<file path="config.mk">
export PLATFORM = sky130hd
export DESIGN_NAME = base64_stream_encoder_flat
export DESIGN_NICKNAME = d
export VERILOG_FILES = /design/src/design/b64enc_pkg.sv /design/src/design/b64enc_in_if.sv /design/src/design/b64enc_out_if.sv /design/src/design/base64_stream_encoder.sv /design/src/flat_wrapper.sv
export SDC_FILE = /design/constraint.sdc
export NUM_CORES = 1
export LEC_CHECK = 0
export BUFFER_PORTS_ARGS = -buffer_cell sky130_fd_sc_hd__buf_2
export CAP_MARGIN = 20
export CORE_MARGIN = 4
export CORE_UTILIZATION = 59
export CTS_CLUSTER_DIAMETER = 200
export CTS_CLUSTER_SIZE = 28
export DETAILED_ROUTE_END_ITERATION = 10
export MAX_ROUTING_LAYER = met4
export PLACE_DENSITY = 0.88
export REMOVE_ABC_BUFFERS = 1
export SLEW_MARGIN = 5
export SYNTH_ARGS = -nofsm -noshare
export SYNTH_HDL_FRONTEND = slang
export SYNTH_SLANG_ARGS = --single-unit
</file>
<file path="constraint.sdc">
create_clock -name i_clk -period 3.2 [get_ports i_clk]
set_input_delay 0.96 -clock i_clk [delete_from_list [all_inputs] [get_ports i_clk]]
set_output_delay 0.96 -clock i_clk [all_outputs]
set_load 0.03 [all_outputs]
</file>
<file path="src/design/b64enc_pkg.sv">
`default_nettype none
// ----------------------------------------------------------------------------
// b64enc_pkg
// Types, register codes and the alphabet lookup of the base64 stream encoder.
// ----------------------------------------------------------------------------
package b64enc_pkg;

    // configuration register indexes
    localparam logic [1:0] CFG_CHAR_62  = 2'd0;
    localparam logic [1:0] CFG_CHAR_63  = 2'd1;
    localparam logic [1:0] CFG_PAD_CHAR = 2'd2;

    localparam logic [7:0] CHAR_62_RST  = 8'd43;
    localparam logic [7:0] CHAR_63_RST  = 8'd47;
    localparam logic [7:0] PAD_CHAR_RST = 8'd61;

    // request kinds
    localparam logic REQ_DATA  = 1'b0;
    localparam logic REQ_FLUSH = 1'b1;

    localparam logic [7:0] CH_UPPER_A = 8'h41;
    localparam logic [7:0] CH_LOWER_A = 8'h61;
    localparam logic [7:0] CH_DIGIT_0 = 8'h30;

    localparam logic [5:0] SEXT_62 = 6'h3E;

    // characters left in the output burst
    localparam logic [2:0] BURST_NONE  = 3'd0;
    localparam logic [2:0] BURST_ONE   = 3'd1;
    localparam logic [2:0] BURST_TWO   = 3'd2;
    localparam logic [2:0] BURST_THREE = 3'd3;
    localparam logic [2:0] BURST_FOUR  = 3'd4;

    // number of bytes held
    typedef enum logic [2:0] {
        PH_EMPTY = 3'b001,
        PH_ONE   = 3'b010,
        PH_TWO   = 3'b100
    } t_phase;

    function automatic logic [7:0] sextet_char(
        input logic [5:0] v,
        input logic [7:0] c62,
        input logic [7:0] c63
    );
        logic [7:0] v8;
        logic [7:0] ch;
        v8 = {2'b00, v};
        if (v < 6'd26) begin
            ch = CH_UPPER_A + v8;
        end else if (v < 6'd52) begin
            ch = CH_LOWER_A - 8'd26 + v8;
        end else if (v < 6'd62) begin
            ch = CH_DIGIT_0 - 8'd52 + v8;
        end else if (v == SEXT_62) begin
            ch = c62;
        end else begin
            ch = c63;
        end
        return ch;
    endfunction

endpackage
`default_nettype wire

</file>
<file path="src/design/b64enc_in_if.sv">
`default_nettype none
// ----------------------------------------------------------------------------
// b64enc_in_if
// Request channel of the base64 stream encoder: data byte or end-of-stream.
// ----------------------------------------------------------------------------
interface b64enc_in_if;
    logic       valid;
    logic       ready;
    logic       req_type;
    logic [7:0] data_byte;

    modport source (output valid, output req_type, output data_byte, input ready);
    modport sink   (input valid, input req_type, input data_byte, output ready);
endinterface
`default_nettype wire

</file>
<file path="src/design/b64enc_out_if.sv">
`default_nettype none
// ----------------------------------------------------------------------------
// b64enc_out_if
// Character channel of the base64 stream encoder.
// ----------------------------------------------------------------------------
interface b64enc_out_if;
    logic       valid;
    logic       ready;
    logic [7:0] out_char;
    logic       last_of_run;

    modport source (output valid, output out_char, output last_of_run, input ready);
    modport sink   (input valid, input out_char, input last_of_run, output ready);
endinterface
`default_nettype wire

</file>
<file path="src/design/base64_stream_encoder.sv">
`default_nettype none
// ----------------------------------------------------------------------------
// base64_stream_encoder
// Streaming base64 encoder, one byte per request, one character per result.
// ----------------------------------------------------------------------------
// i_in carries requests: req_type 0 is a data byte, 1 ends the stream and
// flushes one or two held bytes as two or three characters plus pads.
// o_out carries one character per result; last_of_run marks the final
// character caused by a request. The write port sets char_62, char_63 and
// pad_char (0 turns padding off); write it only while the encoder is idle.
// A request that holds its byte leaves the input free for the next one. A
// request that yields characters fills a four-slot burst register in the
// accept cycle; the characters then leave one per cycle while the receiver
// takes them, passing from the burst register through the output register.
// The single-character output channel sets the rate. The next request is
// taken in the cycle the last character of the burst moves to the output
// register, so the input stays busy while the output register waits on a
// stalled receiver. Reset empties the hold register and burst, drops
// o_out.valid and loads the default alphabet characters '+', '/' and '='.
// ----------------------------------------------------------------------------
module base64_stream_encoder (
    input  wire logic       i_clk,
    input  wire logic       i_rst_n,
    input  wire logic       i_cfg_we,
    input  wire logic [1:0] i_cfg_idx,
    input  wire logic [7:0] i_cfg_data,
    b64enc_in_if.sink       i_in,
    b64enc_out_if.source    o_out
);

    logic [7:0]             r_c62, r_c63, r_pad;
    logic [15:0]            r_held, n_held;
    b64enc_pkg::t_phase     r_phase, n_phase;

    logic [23:0]            r_word, n_word;
    logic [3:0]             r_mask, n_mask;
    logic [2:0]             r_left, n_left;

    logic                   r_ovalid;
    logic [7:0]             r_ochar;
    logic                   r_olast;

    logic                   w_acc;
    logic                   w_out_load;
    logic                   w_emit;
    logic                   w_pad_on;
    logic                   b_load;
    logic [23:0]            b_word;
    logic [3:0]             b_mask;
    logic [2:0]             b_left;

    assign w_out_load = !r_ovalid || o_out.ready;
    assign w_emit     = w_out_load && (r_left != b64enc_pkg::BURST_NONE);
    assign i_in.ready = (r_left == b64enc_pkg::BURST_NONE)
                     || ((r_left == b64enc_pkg::BURST_ONE) && w_out_load);
    assign w_acc      = i_in.valid && i_in.ready;
    assign w_pad_on   = (r_pad != 8'h00);

    assign o_out.valid       = r_ovalid;
    assign o_out.out_char    = r_ochar;
    assign o_out.last_of_run = r_olast;

    always_ff @(posedge i_clk) begin
        if (!i_rst_n) begin
            r_c62 <= b64enc_pkg::CHAR_62_RST;
            r_c63 <= b64enc_pkg::CHAR_63_RST;
            r_pad <= b64enc_pkg::PAD_CHAR_RST;
        end else if (i_cfg_we) begin
            unique case (i_cfg_idx)
                b64enc_pkg::CFG_CHAR_62:  r_c62 <= i_cfg_data;
                b64enc_pkg::CFG_CHAR_63:  r_c63 <= i_cfg_data;
                b64enc_pkg::CFG_PAD_CHAR: r_pad <= i_cfg_data;
                default: begin
                end
            endcase
        end
    end

    // request decode: hold the byte or build a burst of characters
    always_comb begin
        n_held = r_held;
        n_phase = r_phase;
        b_load = 1'b0;
        b_word = {r_held, 8'h00};
        b_mask = 4'b0000;
        b_left = b64enc_pkg::BURST_NONE;
        if (w_acc) begin
            if (i_in.req_type == b64enc_pkg::REQ_DATA) begin
                unique case (r_phase)
                    b64enc_pkg::PH_ONE: begin
                        n_held  = {r_held[15:8], i_in.data_byte};
                        n_phase = b64enc_pkg::PH_TWO;
                    end
                    b64enc_pkg::PH_TWO: begin
                        b_load  = 1'b1;
                        b_word  = {r_held, i_in.data_byte};
                        b_left  = b64enc_pkg::BURST_FOUR;
                        n_held  = 16'h0000;
                        n_phase = b64enc_pkg::PH_EMPTY;
                    end
                    default: begin
                        n_held  = {i_in.data_byte, 8'h00};
                        n_phase = b64enc_pkg::PH_ONE;
                    end
                endcase
            end else begin
                unique case (r_phase)
                    b64enc_pkg::PH_ONE: begin
                        b_load = 1'b1;
                        b_left = w_pad_on ? b64enc_pkg::BURST_FOUR : b64enc_pkg::BURST_TWO;
                        b_mask = w_pad_on ? 4'b0011 : 4'b0000;
                    end
                    b64enc_pkg::PH_TWO: begin
                        b_load = 1'b1;
                        b_left = w_pad_on ? b64enc_pkg::BURST_FOUR : b64enc_pkg::BURST_THREE;
                        b_mask = w_pad_on ? 4'b0001 : 4'b0000;
                    end
                    default: begin
                    end
                endcase
                n_held  = 16'h0000;
                n_phase = b64enc_pkg::PH_EMPTY;
            end
        end
    end

    // burst register: shifts one sextet out per emitted character
    always_comb begin
        n_word = r_word;
        n_mask = r_mask;
        n_left = r_left;
        if (b_load) begin
            n_word = b_word;
            n_mask = b_mask;
            n_left = b_left;
        end else if (w_emit) begin
            n_word = {r_word[17:0], 6'b000000};
            n_mask = {r_mask[2:0], 1'b0};
            n_left = r_left - 3'd1;
        end
    end

    always_ff @(posedge i_clk) begin
        if (!i_rst_n) begin
            r_held  <= 16'h0000;
            r_phase <= b64enc_pkg::PH_EMPTY;
            r_left  <= b64enc_pkg::BURST_NONE;
        end else begin
            r_held  <= n_held;
            r_phase <= n_phase;
            r_left  <= n_left;
        end
    end

    always_ff @(posedge i_clk) begin
        r_word <= n_word;
        r_mask <= n_mask;
    end

    always_ff @(posedge i_clk) begin
        if (!i_rst_n) begin
            r_ovalid <= 1'b0;
        end else if (w_emit) begin
            r_ovalid <= 1'b1;
        end else if (o_out.ready) begin
            r_ovalid <= 1'b0;
        end
    end

    always_ff @(posedge i_clk) begin
        if (w_emit) begin
            r_ochar <= r_mask[3] ? r_pad
                     : b64enc_pkg::sextet_char(r_word[23:18], r_c62, r_c63);
            r_olast <= (r_left == b64enc_pkg::BURST_ONE);
        end
    end

endmodule
`default_nettype wire

</file>
<file path="src/flat_wrapper.sv">
// flat-port wrapper written by rule: the top's interface ports become plain ports
module base64_stream_encoder_flat 
  (i_clk, i_rst_n, i_cfg_we, i_cfg_idx, i_cfg_data, i_in_valid, i_in_req_type, i_in_data_byte, i_in_ready, o_out_valid, o_out_out_char, o_out_last_of_run, o_out_ready);
  b64enc_in_if i_in_i ();
  b64enc_out_if o_out_i ();
  input  wire logic i_clk;
  input  wire logic i_rst_n;
  input  wire logic i_cfg_we;
  input  wire logic [1:0] i_cfg_idx;
  input  wire logic [7:0] i_cfg_data;
  input wire logic [$bits(i_in_i.valid)-1:0] i_in_valid;
  input wire logic [$bits(i_in_i.req_type)-1:0] i_in_req_type;
  input wire logic [$bits(i_in_i.data_byte)-1:0] i_in_data_byte;
  output wire logic [$bits(i_in_i.ready)-1:0] i_in_ready;
  output wire logic [$bits(o_out_i.valid)-1:0] o_out_valid;
  output wire logic [$bits(o_out_i.out_char)-1:0] o_out_out_char;
  output wire logic [$bits(o_out_i.last_of_run)-1:0] o_out_last_of_run;
  input wire logic [$bits(o_out_i.ready)-1:0] o_out_ready;
  assign i_in_i.valid = i_in_valid;
  assign i_in_i.req_type = i_in_req_type;
  assign i_in_i.data_byte = i_in_data_byte;
  assign i_in_ready = i_in_i.ready;
  assign o_out_valid = o_out_i.valid;
  assign o_out_out_char = o_out_i.out_char;
  assign o_out_last_of_run = o_out_i.last_of_run;
  assign o_out_i.ready = o_out_ready;
  base64_stream_encoder u_core (.i_clk(i_clk), .i_rst_n(i_rst_n), .i_cfg_we(i_cfg_we), .i_cfg_idx(i_cfg_idx), .i_cfg_data(i_cfg_data), .i_in(i_in_i), .o_out(o_out_i));
endmodule
</file>
==> run metrics, run 1 <==
Worst Path Arrival ~1.7 ns; Synth Flop Type dfxtp_1; Chip Width around 90 um; critical path class input port to output pin; DR vias 2853; DRT Wirelength 8.03 mm; P&R area growth vs syn 10.7%; post-synthesis average cell area around 11 um^2; antenna violations before repair 0; setup TNS 0 ns; initial drt markers around 150; routed wire length on met2 ~4 mm; final setup fails 0; clock buffer depth 2; share of cells above drive strength 1 0.210; M1 wire length approximately 3.4 mm; DPL Wire Length 5.74 mm; CP required roughly 2.2 ns; gr usage total 0.223; FFs w/ async S/R, synth 0; Layout Skew a little under 0.01 ns; Hold Startpoint u_core.r_c63[6]; Rows 29; post-synthesis sequential area ratio 0.522; Finished Layout Cells 481; Period Utilization, post-route 0.834; Vias/cell 5.93; Max FO, Critical Path 5; first-pass detailed-route iteration total 5; crit path launch o_out_ready; initial core utilization 0.612; root buf cell clkbuf_8; leakage power about 1.7 nW; postcts setup bufs 0; Synth Instances 367; status complete, no violations; vias in the first global route ~2.8k; CTS tree done; diode count 0; Max-Slew Margin vs Limit 0.315; EDFF count, synth 37; clock sink count between 80 and 90; drt wl/cell between 15 and 20 um; final hold vios 0; NumNets Final about 430; unrepaired setup endpoints after global routing no; number of CTS-inserted buffers 9; worst skew pair latency around 0.35 ns; hold buffers post-CTS 0; minimum clock period roughly 2.7 ns; CP Capture Type output pin; FF+latch count, synth between 80 and 90; warnings from Yosys 0; Pwr per Cell Area between 900 and 1000 mW/mm^2; Pins Over Slew Limit 0; length of routed met3 wiring roughly 430 um; most frequent cells in the layout nand2_1, dfxtp_1, edfxtp_1, buf_2, a21oi_1; Startpoint Class input port; H-tree levels 3; Placer Congestion around 0.97; Max Fclk about 370 MHz; max cap viols 0; post-CTS resize count 0; fill cell count ~480; total gr overflow 0; Inst Count DP about 470; total design power around 4.2 mW; most common cell after layout, fill and taps aside nand2_1; Slew @ Worst Pin just over 1 ns; DRC 0; DR top layer met4; Antenna Nets Post-Route 0; first-pass GRT wire length around 13 mm; Core Area between 0.006 and 0.007 mm^2; worst hold path type flip-flop to flip-flop; Max VDD drop a little under 0.5 mV; Clk pin slew, worst setup/hold paths around 0.090 ns; final hold slack between 0.4 and 0.5 ns; mapped cell area slightly below 0.004 mm^2; Buffers on Ports 34; # IOs 35; Netlist cell types 60; Die Area ~0.008 mm^2; largest net degree at the start of global routing 23; Die Ht approximately 90 um; Critical R2R Launch u_core.r_word[18]
[stage by stage]
step | area [um^2] | utilization | worst slack (ns)
floorplan | 3840 | - | 0.0153
global placement | 4150 | 0.647 | 0.548
detailed placement | 4150 | 0.647 | 0.505
CTS | 4350 | 0.678 | 0.534
global route | 4350 | 0.678 | 0.506
finish | 4350 | 0.678 | 0.532
[cell usage after synthesis, drive strengths merged (2+ instances only)]
cell type / n / area (um^2)
a22oi: 2 / 15.0
nand3b: 3 / 22.5
o21ai: 10 / 50.1
o221a: 2 / 22.5
mux2: 17 / 236
edfxtp: 37 / 1110
o211ai: 4 / 30.0
a22o: 9 / 78.8
nand2: 65 / 249
ha: 9 / 113
nand3: 11 / 55.1
clkbuf: 7 / 26.3
buf: 10 / 63.8
and3b: 3 / 26.3
a21oi: 26 / 145
and2: 13 / 83.8
mux2i: 13 / 130
a211oi: 3 / 22.5
nor4: 5 / 46.3
nor3: 3 / 15.0
xnor2: 4 / 35.0
a221oi: 2 / 23.8
inv: 14 / 55.1
dfxtp: 47 / 941
nor2: 16 / 60.1
nor2b: 6 / 42.5
nand2b: 3 / 18.8
a2111oi: 4 / 35.0
nand4: 2 / 33.8
[registers in the layout, indices dropped and copies added, names as in the netlist, 3 cells and up]
register and flops:
u_core.r_word 24, u_core.r_held 16, u_core.r_c62 8, u_core.r_phase 3
u_core.r_pad 8, u_core.r_c63 8, u_core.o_out.out_char 8, u_core.r_left 3
u_core.r_mask 4
[area by class of cell]
class,count,area (um^2),area share
sequential,84,2050,0.472
multi-input combinational,252,1740,0.399
timing repair buffer,38,213,0.0489
clock buffer,9,124,0.0285
tap,77,96.3,0.0221
clock inverter,7,73.8,0.0170
inverter,14,55.1,0.0127
[report_power, final]
group / total (mW) / leakage [nW] / switching (mW) / internal (mW)
Combinational: 1.58 / 0.900 / 0.969 / 0.615
Clock: 0.765 / 0.100 / 0.400 / 0.365
Sequential: 1.83 / 0.749 / 0.223 / 1.60
[worst max-delay path, stage by stage]
cell and delay, ns:
buf_2 0.10, nand2b_1 0.18, a21oi_4 0.20, inv_4 0.08, buf_2 0.18
[layer usage]
| layer | GRT usage | vias up |
|---|---|---|
| met3 | 0.0438 | 19 |
| met1 | 0.258 | 1351 |
| met5 | - | - |
| met4 | 0.0988 | 0 |
| li1 | - | 1375 |
| met2 | 0.376 | 108 |
[path summary, 6_finish.rpt]
check	endpoint	slack (ns)	cells past startpoint
max	i_in_ready	0.53	5
min	u_core.r_c63[6]	0.46	2
max reg2reg	u_core.o_out.out_char[1]	0.90	7
min reg2reg	u_core.r_c63[6]	0.46	2
[logic make-up after synthesis]
group | count (synthesis) | synth area share
xor gates and xnor gates | 5 | 0.0111
AOI/OAI and AO/OA | 71 | 0.126
buffers and inverters | 31 | 0.0369
muxes | 30 | 0.0932
adders and majority gates | 9 | 0.0286
and+or+nand+nor | 137 | 0.182
DFF | 84 | 0.522
(Power assumes the default switching activity.)
==> run 2, diff against run 1 <==
Clock period 3.2 ns to 2.5 ns, I/O delays scaled along.
==> run 2 against run 1 <==
  * Hold slack lost 0.00052 ns
  * Count of clock-buffer cells in the layout stayed put
  * Sequential cell count did not move
  * Critical path depth is 1 higher
==> run metrics, run 2 (same netlist as run 1, synthesis figures left out) <==
DRC 0 (unchanged); Core Area 0.00642 mm^2 (unchanged); number of CTS-inserted buffers 9 (unchanged); post-CTS resize count 0 (unchanged); Worst Path Arrival 1.64 ns (was 1.71 ns); dpl ws 0.214 ns (was 0.505 ns); largest net degree at the start of global routing 30 (was 23); # IOs 35 (unchanged); Die Area 0.00803 mm^2 (unchanged); Buffers on Ports 34 (unchanged); root buf cell clkbuf_8 (unchanged); Inst Count DP 469 (was 465); drt wl/cell 16.5 um (was 16.7 um); Clk pin slew, worst setup/hold paths 0.09 ns (about the same); Crit path buffers/inverters 3 (unchanged); initial core utilization 0.612 (unchanged); total gr overflow 0 (unchanged); Max FO, Critical Path 5 (unchanged); share of cells above drive strength 1 0.218 (was 0.210); hold buffers post-CTS 0 (unchanged); Placer Congestion 0.993 (was 0.970); NumNets Final 436 (was 432); Max Fclk ~420 MHz; Top reg by flops u_core.r_word (unchanged); final hold slack 0.457 ns (was 0.458 ns); critical path class flip-flop to output pin (was input port to output pin); Max-Slew Margin vs Limit 0.626 (was 0.315); fill cell count 486 (was 478); biggest regs u_core.r_word (24), u_core.r_held (16) (unchanged); max cap viols 0 (unchanged); first-pass GRT wire length 13.4 mm (was 13.1 mm); final setup fails 0 (unchanged); max reg flops 24 (unchanged); Startpoint Class flip-flop (was input port); Slew @ Worst Pin 0.561 ns (was 1.02 ns); gr usage total 0.223 (about the same); DPL Wire Length 5.56 mm (was 5.74 mm); CTS tree done (unchanged); worst skew pair latency 0.37 ns (was 0.35 ns); Chip Width 89.6 um (unchanged); Finished Layout Cells 485 (was 481); CP delay by family, top flip-flops (was buffers and inverters); clock buffer depth 2 (unchanged); Antenna Nets Post-Route 0 (unchanged); unrepaired setup endpoints after global routing no (unchanged); leakage power 1.76 nW (was 1.75 nW); postcts setup bufs 0 (unchanged); most common cell after layout, fill and taps aside nand2_1 (unchanged); Pwr per Cell Area 1220 mW/mm^2 (was 960 mW/mm^2); worst hold path type flip-flop to flip-flop (unchanged); Layout Skew 0.0142 ns (was 0.00960 ns); status complete, no violations (unchanged); critical-path cell list inv_1 > ha_1 > nor2b_2 > a21oi_4 > inv_4 > buf_2 (was buf_2 > nand2b_1 > a21oi_4 > inv_4 > buf_2); crit-path max cell delay 0.39 ns (was 0.20 ns); most frequent cells in the layout nand2_1, dfxtp_1, edfxtp_1, buf_2, a21oi_1 (unchanged); initial drt markers 149 (was 147); clock sink count 84 (unchanged); PnR worst setup slack 0.113 ns (was 0.532 ns); diode count 0 (unchanged); final hold vios 0 (unchanged); minimum clock period approximately 2.4 ns; Max VDD drop 0.642 mV (was 0.494 mV); Pins Over Slew Limit 0 (unchanged); Die Ht 89.6 um (unchanged); total design power 5.36 mW (was 4.18 mW); setup TNS 0 ns (unchanged); H-tree levels 3 (unchanged); CP required 1.75 ns (was 2.24 ns); antenna violations before repair 0 (unchanged); P&R area growth vs syn 11.6% (was 10.7%); CP Capture Type output pin (unchanged); vias in the first global route 2866 (was 2816); DR vias 2874 (was 2853); Period Utilization, post-route 0.955; DRT Wirelength 7.99 mm (was 8.03 mm); Rows 29 (unchanged); first-pass detailed-route iteration total 5 (unchanged); Vias/cell 5.93 (about the same); Slowest cell on crit path dfxtp_1 (was a21oi_4)
==> run 2: metal layers <==
layer	GRT usage	wire [um]
met1	0.259	3180
met2	0.376	4030
met3	0.0484	581
met4	0.0853	199
met5	-	0
==> run 2: where the power goes <==
group / switching [mW] / total [mW] / internal (mW)
logic: 1.28 / 2.12 / 0.848
registers: 0.263 / 2.31 / 2.05
clock network: 0.539 / 0.924 / 0.386
total: 2.08 / 5.36 / 3.28
==> run 2: final timing paths <==
check,startpoint,end,slack (ns),cells past startpoint
max,u_core.r_left[0],i_in_ready,0.11,6
min,u_core.r_held[4],u_core.r_held[4],0.46,2
max reg2reg,u_core.r_word[18],u_core.o_out.out_char[6],0.24,6
min reg2reg,u_core.r_held[4],u_core.r_held[4],0.46,2
==> run 2: cell type report <==
class	instances	area (um^2)	share of cell area
Clock buffer	9	124	0.0282
Clock inverter	7	68.8	0.0157
Inverter	14	55.1	0.0125
Multi-Input combinational cell	252	1740	0.396
Sequential cell	84	2050	0.468
Tap cell	77	96.3	0.0219
Timing Repair Buffer	42	255	0.0582
==> run 2: worst register-to-register path: stages, from the launching register on <==
cell and delay (ns):
edfxtp_1 0.50, inv_1 0.14, ha_1 0.48, mux2i_1 0.29
nor3_1 0.06, a2111oi_0 0.45, a21oi_1 0.08
==> run 2: stage by stage <==
| step | util | cell area [um^2] |
|---|---|---|
| finish | 0.683 | 4390 |
| global placement | 0.653 | 4200 |
| detailed placement | 0.653 | 4200 |
| global route | 0.683 | 4390 |
| floorplan | - | 3840 |
| CTS | 0.683 | 4390 |
